File: config.mk
export PLATFORM = sky130hd
export DESIGN_NAME = dlts_ctrl
export DESIGN_NICKNAME = d
export VERILOG_FILES = /design/src/sv/dlts_pkg.sv /design/src/sv/dlts_ctrl.sv
export VERILOG_INCLUDE_DIRS = /design/src /design/src/sv
export SDC_FILE = /design/constraint.sdc
export NUM_CORES = 1
export LEC_CHECK = 0
export BUFFER_PORTS_ARGS = -buffer_cell sky130_fd_sc_hd__buf_2
export CORE_MARGIN = 8
export CORE_UTILIZATION = 25
export CTS_BUF_LIST = sky130_fd_sc_hd__clkbuf_2 sky130_fd_sc_hd__clkbuf_4 sky130_fd_sc_hd__clkbuf_8
export DETAILED_ROUTE_END_ITERATION = 10
export HOLD_SLACK_MARGIN = 0.05
export SYNTH_ARGS = -nofsm -noshare
export SYNTH_HDL_FRONTEND = slang
export SYNTH_SLANG_ARGS = --single-unit
File: constraint.sdc
create_clock -name clk -period 4.2 [get_ports clk]
set_clock_uncertainty 0.1 [all_clocks]
set_input_delay 0.63 -clock clk [delete_from_list [all_inputs] [get_ports clk]]
set_output_delay 0.63 -clock clk [all_outputs]
set_load 0.005 [all_outputs]
File: src/sv/delta_list_task_scheduler_macros.svh
// Assertion macros used by the delta list scheduler controller.
// Depends on nothing; included by files that carry assertions.
`ifndef DELTA_LIST_TASK_SCHEDULER_MACROS_SVH
`define DELTA_LIST_TASK_SCHEDULER_MACROS_SVH

// An implication checked on every rising clock edge outside reset.
`define DLTS_ASSERT_IMP(label, clk, rst_n, ante, cons, msg) \
	label: assert property (@(posedge clk) disable iff (!rst_n) (ante) |-> (cons)) \
		else $error(msg);

// An implication whose consequent is checked in the next cycle.
`define DLTS_ASSERT_NEXT(label, clk, rst_n, ante, cons, msg) \
	label: assert property (@(posedge clk) disable iff (!rst_n) (ante) |=> (cons)) \
		else $error(msg);

`endif

File: src/sv/dlts_pkg.sv
// Shared types and constants of the delta list scheduler.
// Depends on nothing; imported by the controller, datapath and top level.
package dlts_pkg;

	localparam int DelayW = 24;
	localparam int IdW = 8;
	localparam logic [DelayW-1:0] DelayMax = {DelayW{1'b1}};
	localparam int ResultMax = 16;

	typedef enum logic [1:0] {
		ACT_TICK = 2'd0,
		ACT_ADD = 2'd1,
		ACT_DEL = 2'd2,
		ACT_DISP = 2'd3
	} action_t;

	typedef enum logic [1:0] {
		ST_OK = 2'd0,
		ST_FULL = 2'd1,
		ST_EMPTY = 2'd2
	} status_t;

	// Datapath operations issued by the controller.
	typedef enum logic [3:0] {
		OP_NONE,
		OP_LOAD,
		OP_TICK_DEC,
		OP_INS_SETUP,
		OP_INS_SCAN,
		OP_INS_SHIFT,
		OP_INS_PUT,
		OP_INS_FIX,
		OP_REM_FOLD,
		OP_REM_SHIFT,
		OP_REM_DONE,
		OP_LIVE_INC,
		OP_LIVE_DEC,
		OP_RDY_MARK,
		OP_IDX_INC,
		OP_IDX_CLR
	} dp_op_t;

	typedef struct packed {
		dp_op_t op;
		logic from_tick;
	} dp_cmd_t;

	typedef struct packed {
		logic count_zero;
		logic full;
		logic scan_go;
		logic shift_go;
		logic ins_fix;
		logic rem_more;
		logic idx_in;
		logic idx_zero_delta;
		logic idx_ready;
		logic idx_periodic;
		logic idx_match;
		logic head_ready;
		logic head_periodic;
		logic head_delta_zero;
		logic can_insert;
	} dp_stat_t;

endpackage

File: src/sv/dlts_ctrl.sv
// Sequencer of the delta list scheduler: walks tick, add, delete, dispatch.
// Depends on dlts_pkg and the assertion macro header.
`include "delta_list_task_scheduler_macros.svh"
module dlts_ctrl
	import dlts_pkg::*;
(
	input logic clk,
	input logic arst_n,
	input logic start,
	input logic [1:0] action,
	input dp_stat_t stat,
	input logic [IdW-1:0] head_id,
	output logic busy,
	output dp_cmd_t cmd,
	output logic res_valid,
	output logic [IdW-1:0] res_id,
	output logic res_vld_id,
	output logic res_last,
	output logic [1:0] res_status
);

	typedef enum logic [4:0] {
		S_IDLE,
		S_TICK,
		S_TSCAN,
		S_TSETUP,
		S_ISCAN,
		S_ISHIFT,
		S_IPUT,
		S_IFIX,
		S_IEND,
		S_DSCAN,
		S_RFOLD,
		S_RSHIFT,
		S_RDONE,
		S_PSCAN,
		S_DONE
	} state_t;

	state_t state_q;
	action_t act_q;
	logic [4:0] n_q;          // dispatch result count; add and delete use it as a flag
	logic dec_live_q;         // live count already dropped for the current entry

	// A small lookup of which operation each state drives.
	always_comb begin
		cmd.op = OP_NONE;
		cmd.from_tick = act_q == ACT_TICK;
		case (state_q)
			S_IDLE: cmd.op = start ? OP_LOAD : OP_NONE;
			S_TICK: cmd.op = (!stat.count_zero && !stat.head_delta_zero) ?
				OP_TICK_DEC : OP_NONE;
			S_TSCAN: cmd.op = (stat.idx_in && stat.idx_zero_delta && !stat.idx_ready)
				? OP_RDY_MARK : (stat.idx_in && stat.idx_zero_delta) ? OP_IDX_INC
				: OP_NONE;
			S_TSETUP: cmd.op = stat.idx_periodic ?
				(stat.can_insert ? OP_INS_SETUP : OP_LIVE_DEC) : OP_IDX_INC;
			S_ISCAN: cmd.op = (act_q == ACT_ADD && n_q == '0) ? OP_INS_SETUP :
				stat.scan_go ? OP_INS_SCAN : OP_NONE;
			S_ISHIFT: cmd.op = stat.shift_go ? OP_INS_SHIFT : OP_NONE;
			S_IPUT: cmd.op = OP_INS_PUT;
			S_IFIX: cmd.op = stat.ins_fix ? OP_INS_FIX : OP_NONE;
			S_IEND: cmd.op = (act_q == ACT_ADD) ? OP_LIVE_INC : OP_IDX_INC;
			S_DSCAN: cmd.op = !stat.idx_in ? OP_NONE : stat.idx_match ?
				((stat.idx_ready && stat.idx_periodic) ? OP_IDX_CLR :
				(dec_live_q ? OP_IDX_CLR : OP_LIVE_DEC)) : OP_IDX_INC;
			S_RFOLD: cmd.op = stat.ins_fix ? OP_REM_FOLD : OP_NONE;
			S_RSHIFT: cmd.op = stat.rem_more ? OP_REM_SHIFT : OP_REM_DONE;
			S_PSCAN: cmd.op = (!stat.count_zero && stat.head_ready &&
				n_q < 5'(ResultMax)) ?
				(stat.head_periodic || dec_live_q ? OP_IDX_CLR : OP_LIVE_DEC)
				: OP_NONE;
			default: cmd.op = OP_NONE;
		endcase
	end

	// One clocked block holds state and the registered result.
	always_ff @(posedge clk or negedge arst_n) begin
		if (!arst_n) begin
			state_q <= S_IDLE;
			act_q <= ACT_TICK;
			n_q <= '0;
			dec_live_q <= 1'b0;
			busy <= 1'b0;
			res_valid <= 1'b0;
			res_id <= '0;
			res_vld_id <= 1'b0;
			res_last <= 1'b0;
			res_status <= ST_OK;
		end else begin
			res_valid <= 1'b0;
			case (state_q)
				S_IDLE: begin
					if (start) begin
						act_q <= action_t'(action);
						busy <= 1'b1;
						n_q <= '0;
						dec_live_q <= 1'b0;
						case (action_t'(action))
							ACT_TICK: state_q <= S_TICK;
							ACT_ADD: state_q <= S_ISCAN;
							ACT_DEL: state_q <= S_DSCAN;
							default: state_q <= S_PSCAN;
						endcase
					end
				end
				S_TICK: begin
					if (!stat.count_zero && stat.head_delta_zero)
						state_q <= S_TSCAN;
					else
						state_q <= S_DONE;
				end
				S_TSCAN: begin
					if (!(stat.idx_in && stat.idx_zero_delta))
						state_q <= S_DONE;
					else if (!stat.idx_ready)
						state_q <= S_TSETUP;
				end
				S_TSETUP: begin
					if (stat.idx_periodic && stat.can_insert)
						state_q <= S_ISCAN;
					else if (stat.idx_periodic)
						state_q <= S_TSCAN;
					else
						state_q <= S_TSCAN;
				end
				S_ISCAN: begin
					if (act_q == ACT_ADD && n_q == '0) begin
						// First visit of an add: report full or set up.
						if (stat.full) begin
							res_valid <= 1'b1;
							res_id <= '0;
							res_vld_id <= 1'b0;
							res_last <= 1'b1;
							res_status <= ST_FULL;
							state_q <= S_IDLE;
							busy <= 1'b0;
						end
						n_q <= 5'd1;
					end else if (!stat.scan_go) begin
						state_q <= S_ISHIFT;
					end
				end
				S_ISHIFT: if (!stat.shift_go) state_q <= S_IPUT;
				S_IPUT: state_q <= S_IFIX;
				S_IFIX: state_q <= S_IEND;
				S_IEND: state_q <= (act_q == ACT_ADD) ? S_DONE : S_TSCAN;
				S_DSCAN: begin
					if (stat.count_zero && n_q == '0) begin
						res_valid <= 1'b1;
						res_id <= '0;
						res_vld_id <= 1'b0;
						res_last <= 1'b1;
						res_status <= ST_EMPTY;
						state_q <= S_IDLE;
						busy <= 1'b0;
					end else if (!stat.idx_in) begin
						state_q <= S_DONE;
					end else if (stat.idx_match) begin
						if (cmd.op == OP_LIVE_DEC)
							dec_live_q <= 1'b1;
						else begin
							dec_live_q <= 1'b0;
							n_q <= 5'd1;
							state_q <= S_RFOLD;
						end
					end
				end
				S_RFOLD: state_q <= S_RSHIFT;
				S_RSHIFT: begin
					if (!stat.rem_more)
						state_q <= (act_q == ACT_DEL) ? S_DSCAN : S_PSCAN;
				end
				S_PSCAN: begin
					if (!stat.count_zero && stat.head_ready && n_q < 5'(ResultMax)) begin
						if (cmd.op == OP_LIVE_DEC)
							dec_live_q <= 1'b1;
						else begin
							dec_live_q <= 1'b0;
							res_valid <= 1'b1;
							res_id <= head_id;
							res_vld_id <= 1'b1;
							res_status <= ST_OK;
							n_q <= n_q + 1'b1;
							res_last <= 1'b0;
							state_q <= S_RFOLD;
						end
					end else begin
						if (n_q == '0) begin
							res_valid <= 1'b1;
							res_id <= '0;
							res_vld_id <= 1'b0;
						end else begin
							// Mark the previous popped result as the last one.
							res_valid <= 1'b0;
						end
						res_last <= 1'b1;
						res_status <= ST_OK;
						state_q <= S_IDLE;
						busy <= 1'b0;
					end
				end
				S_DONE: begin
					res_valid <= 1'b1;
					res_id <= '0;
					res_vld_id <= 1'b0;
					res_last <= 1'b1;
					res_status <= ST_OK;
					state_q <= S_IDLE;
					busy <= 1'b0;
				end
				default: state_q <= S_IDLE;
			endcase
		end
	end

	`DLTS_ASSERT_IMP(a_res_busy, clk, arst_n, res_valid && !res_last, busy, "pop not final while idle")
	`DLTS_ASSERT_NEXT(a_start_busy, clk, arst_n, start && !busy, busy, "start did not raise busy")
	`DLTS_ASSERT_IMP(a_status_ok, clk, arst_n, res_valid && res_vld_id, res_status == ST_OK, "pop with error status")

endmodule

Yosys cells after proc, flatten, opt, wreduce, memory -nomap -nowiden. Index checks and enable logic that the tools add are counted.

Reductions and logical operators: 29. Equal/unequal tests: 37. $add $sub $neg: 1. $lt $le $gt $ge: 1. Muxes and demuxes: 91.

Operator list (number): $mux 5 (21); $pmux 5 s13 (1); $pmux 4 s13 (1); $mux 8 (6); $mux 4 (9); $pmux 8 s4 (1); $eq 5x4->1 const B (6); $mux 1 (26); $ne 2x2->1 const B (13); $mux 2 (11); $mux 3 (7); $eq 5x3->1 const B (4); $pmux 5 s4 (1); $reduce_and 6->1 (3); $ne 3x3->1 const B (5); $pmux 1 s4 (3); $pmux 4 s3 (1); $eq 5x2->1 const B (2); $logic_and 1x1->1 (10); $logic_not 5->1 (2); $reduce_and 9->1 (1); $pmux 2 s4 (1); $reduce_bool 4->1 (2); $reduce_and 7->1 (1); other kinds (16) (21).

Input port bits: 28. Logic and storage cells: 169. Output and inout port bits: 19. Bits in registers: 27.

Depth between registers and ports, before layout. Gate-level depths: netlist of run 1.

Depth in word-level cells: 11. Gate-level depth with buffers: 10.

Worst setup path before layout of run 1. Ideal clock, no wire load.

Path type: input-to-reg. Start: input stat[14] (netlist name). End: register res_id[0]. Stages: 8. Required time: 3979 ps. Arrival time: 2242 ps. Setup slack: 1737 ps. Buffers on the path: 1. Path through: or3b_1 -> nor4_2 -> a211oi_2 -> nand3b_1 -> nor3_2 -> a22o_1 -> buf_6 -> a22o_1.

RTL lines: start, declared (line dlts_ctrl.sv:11) `input dp_stat_t stat,`; end signal, assigned (line dlts_ctrl.sv:181) `res_id <= head_id;`; end, declared (line dlts_ctrl.sv:16) `output logic [IdW-1:0] res_id,`.

==> reports/results.ini, run 1 <==
[finish]
drive_above_1_share = 0.2727
layout.nets = 295
fin_util = 0.2992
layoutNonFillerInstCount = 366
area_growth_pct = 17.07
nFillCells = 832
n_antenna_cell = 0
final_common_cell = buf_2
final_cell_mix = buf_2 (46), dfrtp_1 (27), nand2_1 (24), o21ai_0 (17), a21oi_1 (15)

[synth]
yosys.area.top_type = dfrtp_1
ys_ff_latch = 27
synthesis.area_um2 = 1964
synth_cells = 225
ys_top_cells_by_area = dfrtp_1 (34%), a22o_1 (4.9%), nand2_1 (4.6%)
async_flop_share = 1.000
yosysWarnings = 0
ys_seq_area_frac = 0.3439
synth_ff_type = dfrtp_1
synth_fp_nets = 255
syn_area_per_cell_um2 = 8.731
synth-edff-count = 0
netlist.area_leader.share = 0.3439
yosysUniqueCellTypes = 62

[critical_path]
r2r-end = res_id[4]$_DFFE_PN0P_
max_stage_delay_ns = 0.63
worstPathMaxFanout = 22
cp_slowest_cell = dfrtp_1
arrival_ns = 2.55
cp-start-kind = register
rr_worst_depth = 7
crit_chain = nand2b_1, nor2_1, nand2_1, nand4_1, buf_2
crit_type = reg -> out
endpoint_kind = primary output
r2r_slack_ns = 1.11
r2r-start = state_q[1]$_DFFE_PN0P_
crit_required_ns = 3.47

[sta]
grt_setup_unrepaired = false
timing.slew.headroom = 0.4977
finalHoldViolCount = 0
finalCritPeriodShare = 0.7815
setup_tns_ns = 0
worst_pin_slew_ns = 0.7417
max_freq_ghz = 0.3046
finalMaxSlewViolations = 0
final-setup-viol-count = 0
layout_min_cycle_time_ns = 3.282

[power]
power_frac_seq = 0.391
p_sw_uw = 459.6
clkPwrFrac = 0.137
intPower_uw = 603.8
vdd_ir_drop_max_v = 0.0001432
swShare = 0.4322
power.leakage_nw = 1.016
combPwrFrac = 0.473
power_density_nw_per_um2 = 462.4

[global_routing]
overflow = 0
antenna_found_initial = 0
grt_pass1_wl_um = 9894
grt_use_total = 0.1071
grt_max_degree = 28
grt_pass1_vias = 1856

[outcome]
status = finished, final reports clean

[die]
core_area_um2 = 7687
die_w_um = 104.6
dieArea_um2 = 10950
io_pins = 47
rows = 32
fp.dieH_um = 104.6
start_util = 0.2555

[routing]
num_vias = 1941
drc = 0
drt_iter0_drc = 155
firstDrtPassIters = 4
ant_nets = 0
wire_per_inst_um = 16.65
wl_um = 6094
vias_per_cell = 5.303

[place]
gp_congestion = 0.9388
port_buffers = 46
dp.cells = 362
dpl.hpwl_um = 4845

[cts]
cts_resized = 0
numCtsBuffers = 3
root_buffer = clkbuf_8
htree_num_levels = 1
tritoncts = done
clock_latency_ns = 0.27
cts.sinks = 27
cts_setup_buffers = 0
cts_buffer_depth = 2
clk_pin_slew_ns = 0.09
holdBufCountCts = 0

[hold_path]
worst_hold_path_type = in -> async

[flow_run]
maxCapViolCount = 0

layout make-up:
type                    instances  area, um^2  share of cell area
well taps                     102       127.6             0.05549
repair buffers                 47       237.7              0.1034
multi-input cells             178        1182              0.5141
clock inverters                 1       5.005            0.002176
clock buffers                   3       41.29             0.01795
flip-flops and latches         27       675.6              0.2938
inverters                       8       30.03             0.01306
synth_stat cells, types with 6 or more instances:
cell	count
nand2_1	24
nor3_1	6
nand2b_1	8
a21oi_1	15
buf_2	7
o22ai_1	6
nand3_1	8
a22o_1	11
o21ai_0	17
nor2_1	11
inv_1	8
dfrtp_1	27
cell families (layout without fill, tap and decap cells):
kind of cell	Yosys count	count (layout)	share of synthesized area
mux	4	4	0.02229
other cells	1	1	0.001909
flops	27	27	0.3440
compound gates	78	78	0.2764
fa+ha+maj	2	2	0.01274
simple gates	93	93	0.2885
buf+inv	20	59	0.05414
how the worst max path moves through the flow:
| stage | start | to | slack [ns] | cells past startpoint |
|---|---|---|---|---|
| 6_report | state_q[1]$_DFFE_PN0P_ | cmd[4] | 0.92 | 5 |
| 5_1_grt | state_q[1]$_DFFE_PN0P_ | cmd[4] | 0.64 | 5 |
| 4_1_cts | state_q[1]$_DFFE_PN0P_ | cmd[4] | 0.95 | 5 |
| 3_5_place_dp | state_q[1]$_DFFE_PN0P_ | res_id[4]$_DFFE_PN0P_ | 1.19 | 7 |
| 3_3_place_gp | n_q[0]$_DFFE_PN0P_ | res_id[4]$_DFFE_PN0P_ | 1.27 | 9 |
| 2_1_floorplan | stat[14] | res_id[0]$_DFFE_PN0P_ | 1.74 | 8 |
power by group through the flow:
stage               Clock [mW]  Sequential [mW]  Combinational, mW
CTS                      0.153            0.412              0.499
detailed placement           0            0.417              0.497
floorplan                    0            0.362              0.402
global placement             0            0.412              0.501
global route             0.162            0.429              0.549
finish                   0.145            0.415              0.503
through the flow:
stage	setup WS, ns	instance area [um^2]	power (mW)	hold WS, ns
floorplan	1.737	1964	0.7635	0.2344
CTS	0.9523	2300	1.064	0.2749
detailed placement	1.193	2253	0.9141	0.3639
finish	0.9175	2300	1.063	0.2464
global route	0.6350	2300	1.140	0.2959
global placement	1.274	2253	0.9135	0.3559
worst max-delay path: cells and delay by family, from the launching register on:
| kind | cells | cell delay [ns] |
|---|---|---|
| and+or+nand+nor | 4 | 1.51 |
| DFF | 1 | 0.63 |
| buffers and inverters | 1 | 0.14 |
state kept, by name (all words and copies together), names as in the netlist:
| signal | count |
|---|---|
| act_q | 2 |
| res_status | 2 |
| state_q | 5 |
| n_q | 5 |
| res_vld_id | 1 |
| res_valid | 1 |
| res_last | 1 |
| dec_live_q | 1 |
| res_id | 8 |
| busy | 1 |
per-layer routing:
layer | GRT usage | vias to the layer above | part of all wire
met1 | 0.1535 | 905 | 0.48
met4 | 0.02345 | 0 | 0.0084
met5 | 0 | - | 0
met3 | 0.02457 | 6 | 0.074
li1 | - | 936 | -
met2 | 0.1585 | 94 | 0.44
Note: power is estimated with default switching activity, not from simulation.
==> inputs of run 2 (changes only) <==
Settings changed: ABC_AREA set to 1.
Clock period 4.2 ns to 3.2 ns, I/O delays scaled along.
==> reports/results.ini, run 2 <==
[critical_path]
rr_worst_depth = 15  ; +8
cp-start-kind = register
worstPathMaxFanout = 4  ; -82%
cp_slowest_cell = dfrtp_1
max_stage_delay_ns = 0.44  ; -0.19 ns
crit_type = reg -> out
crit_required_ns = 2.62  ; -0.85 ns
cp_top_family = simple AND/OR/NAND/NOR gates
crit_chain = inv_1, ha_1, inv_1, nor2_1, nand2_1, nor2_1, nor2_2, nand2_1, nand3_1, buf_2
crit_buf_inv = 3  ; +2
arrival_ns = 2.07  ; -0.48 ns
crit_cells = 10  ; +5
endpoint_kind = primary output

[power]
swShare = 0.4728  ; +0.04059
power_frac_seq = 0.345  ; -0.046
vdd_ir_drop_max_v = 0.0002093  ; +46%
p_sw_uw = 659.8  ; +44%
clkPwrFrac = 0.155  ; +0.018
intPower_uw = 735.7  ; +22%
power_mw = 1.396  ; +31%
power.leakage_nw = 1.363  ; +34%
combPwrFrac = 0.500  ; +0.027
power_density_nw_per_um2 = 561.0  ; +21%

[finish]
fin_area_um2 = 2487  ; +8.2%
n_antenna_cell = 0  ; unchanged
top_regs = res_id: 8 flops, n_q: 5 flops, state_q: 5 flops
top_register = res_id
drive_above_1_share = 0.2923  ; +0.01954
final_common_cell = nand2_1
largest_register_ff_count = 8  ; unchanged
area_growth_pct = 19.54
layout.nets = 380  ; +29%
final_cell_mix = nand2_1 (92), buf_2 (46), nor2_1 (37), nand3_1 (29), dfrtp_1 (27)

[routing]
wire_per_inst_um = 13.92  ; -16%
vias_per_cell = 4.661  ; -12%
num_vias = 2116  ; +9.0%
drt_iter0_drc = 87  ; -44%
firstDrtPassIters = 4  ; unchanged
wl_um = 6319  ; +3.7%
drc = 0  ; unchanged
ant_nets = 0  ; unchanged

[sta]
timing.slew.headroom = 0.4453  ; -0.05241
grt_setup_unrepaired = false
layout_min_cycle_time_ns = 2.652
final-setup-viol-count = 0  ; unchanged
finalHoldViolCount = 0  ; unchanged
timing.hold.ws_ns = 0.09854  ; -0.1479 ns
worst_pin_slew_ns = 0.8320  ; +0.09034 ns
setup_tns_ns = 0  ; unchanged
max_freq_ghz = 0.3771
finalMaxSlewViolations = 0  ; unchanged
finalCritPeriodShare = 0.8288

[global_routing]
grt_max_degree = 28  ; unchanged
grt_use_total = 0.1118  ; +0.004727
antenna_found_initial = 0  ; unchanged
overflow = 0  ; unchanged
grt_pass1_vias = 2194  ; +18%
grt_pass1_wl_um = 10410  ; +5.2%

[synth]
ys_top_cells_by_area = dfrtp_1 (32%), nand2_1 (17%), nand3_1 (7.0%)
synth-edff-count = 0  ; unchanged
netlist.area_leader.share = 0.3247  ; -0.01923
synth_ff_type = dfrtp_1
ys_seq_area_frac = 0.3247  ; -0.01923
synthTopCellsByCount = nand2_1 (92), nor2_1 (37), nand3_1 (29), dfrtp_1 (27), inv_1 (24)
yosysWarnings = 0  ; unchanged
synthesis.area_um2 = 2081  ; +5.9%
ys_ff_latch = 27  ; unchanged
syn_area_per_cell_um2 = 6.936  ; -21%
yosysUniqueCellTypes = 36  ; -42%
yosysMostFrequentCell = nand2_1
yosys.area.top_type = dfrtp_1
async_flop_share = 1.000  ; unchanged
synth_cells = 300  ; +33%
synth_fp_nets = 330  ; +29%

[die]
core_area_um2 = 8134  ; +5.8%
fp.dieH_um = 107.2  ; +2.5%
start_util = 0.2558  ; +0.0002730
io_pins = 47  ; unchanged
die_w_um = 107.2  ; +2.5%
rows = 33  ; +3.1%
dieArea_um2 = 11500  ; +5.0%

[cts]
cts_resized = 0  ; unchanged
cts.sinks = 27  ; unchanged
clk_pin_slew_ns = 0.11  ; +0.02 ns
cts_setup_buffers = 0  ; unchanged
htree_num_levels = 1  ; unchanged
tritoncts = done
root_buffer = clkbuf_8
clock_latency_ns = 0.29  ; +0.02 ns
cts_buffer_depth = 2  ; unchanged
holdBufCountCts = 0  ; unchanged
numCtsBuffers = 3  ; unchanged

[place]
place_area_um2 = 2437  ; +8.2%
gp_congestion = 0.9257  ; -1.4%
dpl.hpwl_um = 5256  ; +8.5%
port_buffers = 46  ; unchanged

[outcome]
status = finished, final reports clean

[flow_run]
maxCapViolCount = 0  ; unchanged

[hold_path]
worst_hold_path_type = in -> async

## run 2: cell count changes in the layout (fill, tap and decap cells not counted), sizes merged, moves of 4 or more
cell | previous run | this run
a21oi | 15 | 6
a22o | 11 | 0
inv | 8 | 32
nand2 | 24 | 110
nand2b | 8 | 0
nand3 | 8 | 32
nand4 | 3 | 7
nor2 | 11 | 50
nor3 | 8 | 3
nor3b | 4 | 0
o21ai | 17 | 12
o22ai | 6 | 0
## run 2: layer usage
metal / share of wire / track usage
met2: 0.50 / 0.2021
met5: 0 / 0
met4: 0.0082 / 0.01608
met1: 0.44 / 0.1315
met3: 0.060 / 0.02819
## run 2: power by group through the flow
stage,Sequential (mW),Combinational [mW],Clock (mW)
after CTS,0.481,0.707,0.222
after global routing,0.491,0.782,0.235
after global placement,0.484,0.703,0
final,0.481,0.698,0.216
after floorplan,0.468,0.505,0
after detailed placement,0.487,0.705,0
## run 2: cell families (layout without fill, tap and decap cells)
logic type,Yosys count,count (layout),share of synthesized area
other,1,1,0.001802
AOI/OAI and AO/OA,23,23,0.07396
xor gates and xnor gates,3,3,0.01263
adders and majority gates,2,2,0.01202
DFF,27,27,0.3247
buffers and inverters,34,83,0.06434
and+or+nand+nor,210,210,0.5105
## run 2: final timing paths
kind	start	endpoint	slack, ns
setup / recovery	n_q[0]$_DFFE_PN0P_	cmd[3]	0.55
hold / removal	arst_n	res_status[0]$_DFFE_PN0P_	0.1
setup reg to reg	n_q[0]$_DFFE_PN0P_	n_q[0]$_DFFE_PN0P_	0.81
hold reg to reg	res_status[1]$_DFFE_PN0P_	res_status[1]$_DFFE_PN0P_	0.38
max in group asynchronous	arst_n	dec_live_q$_DFFE_PN0P_	2.48
min in group clk	head_id[5]	res_id[5]$_DFFE_PN0P_	0.28
## run 2: per-stage QoR
step                utilization  setup WS [ns]  cells
floorplan                     -          1.133    300
global placement         0.2996         0.8802    450
detailed placement       0.2996         0.8377    450
CTS                      0.3058         0.5534    454
global route             0.3058         0.4198    454
finish                   0.3058         0.5479    454
## run 2: final cells by class
class                           count  area, um^2
Tap cell                          105       131.4
Sequential cell                    27       675.6
Inverter                           33       128.9
Multi-Input combinational cell    239        1271
Clock inverter                      1       8.758
Clock buffer                        3       41.29
Fill cell                         914        5647
Timing Repair Buffer               46       230.2
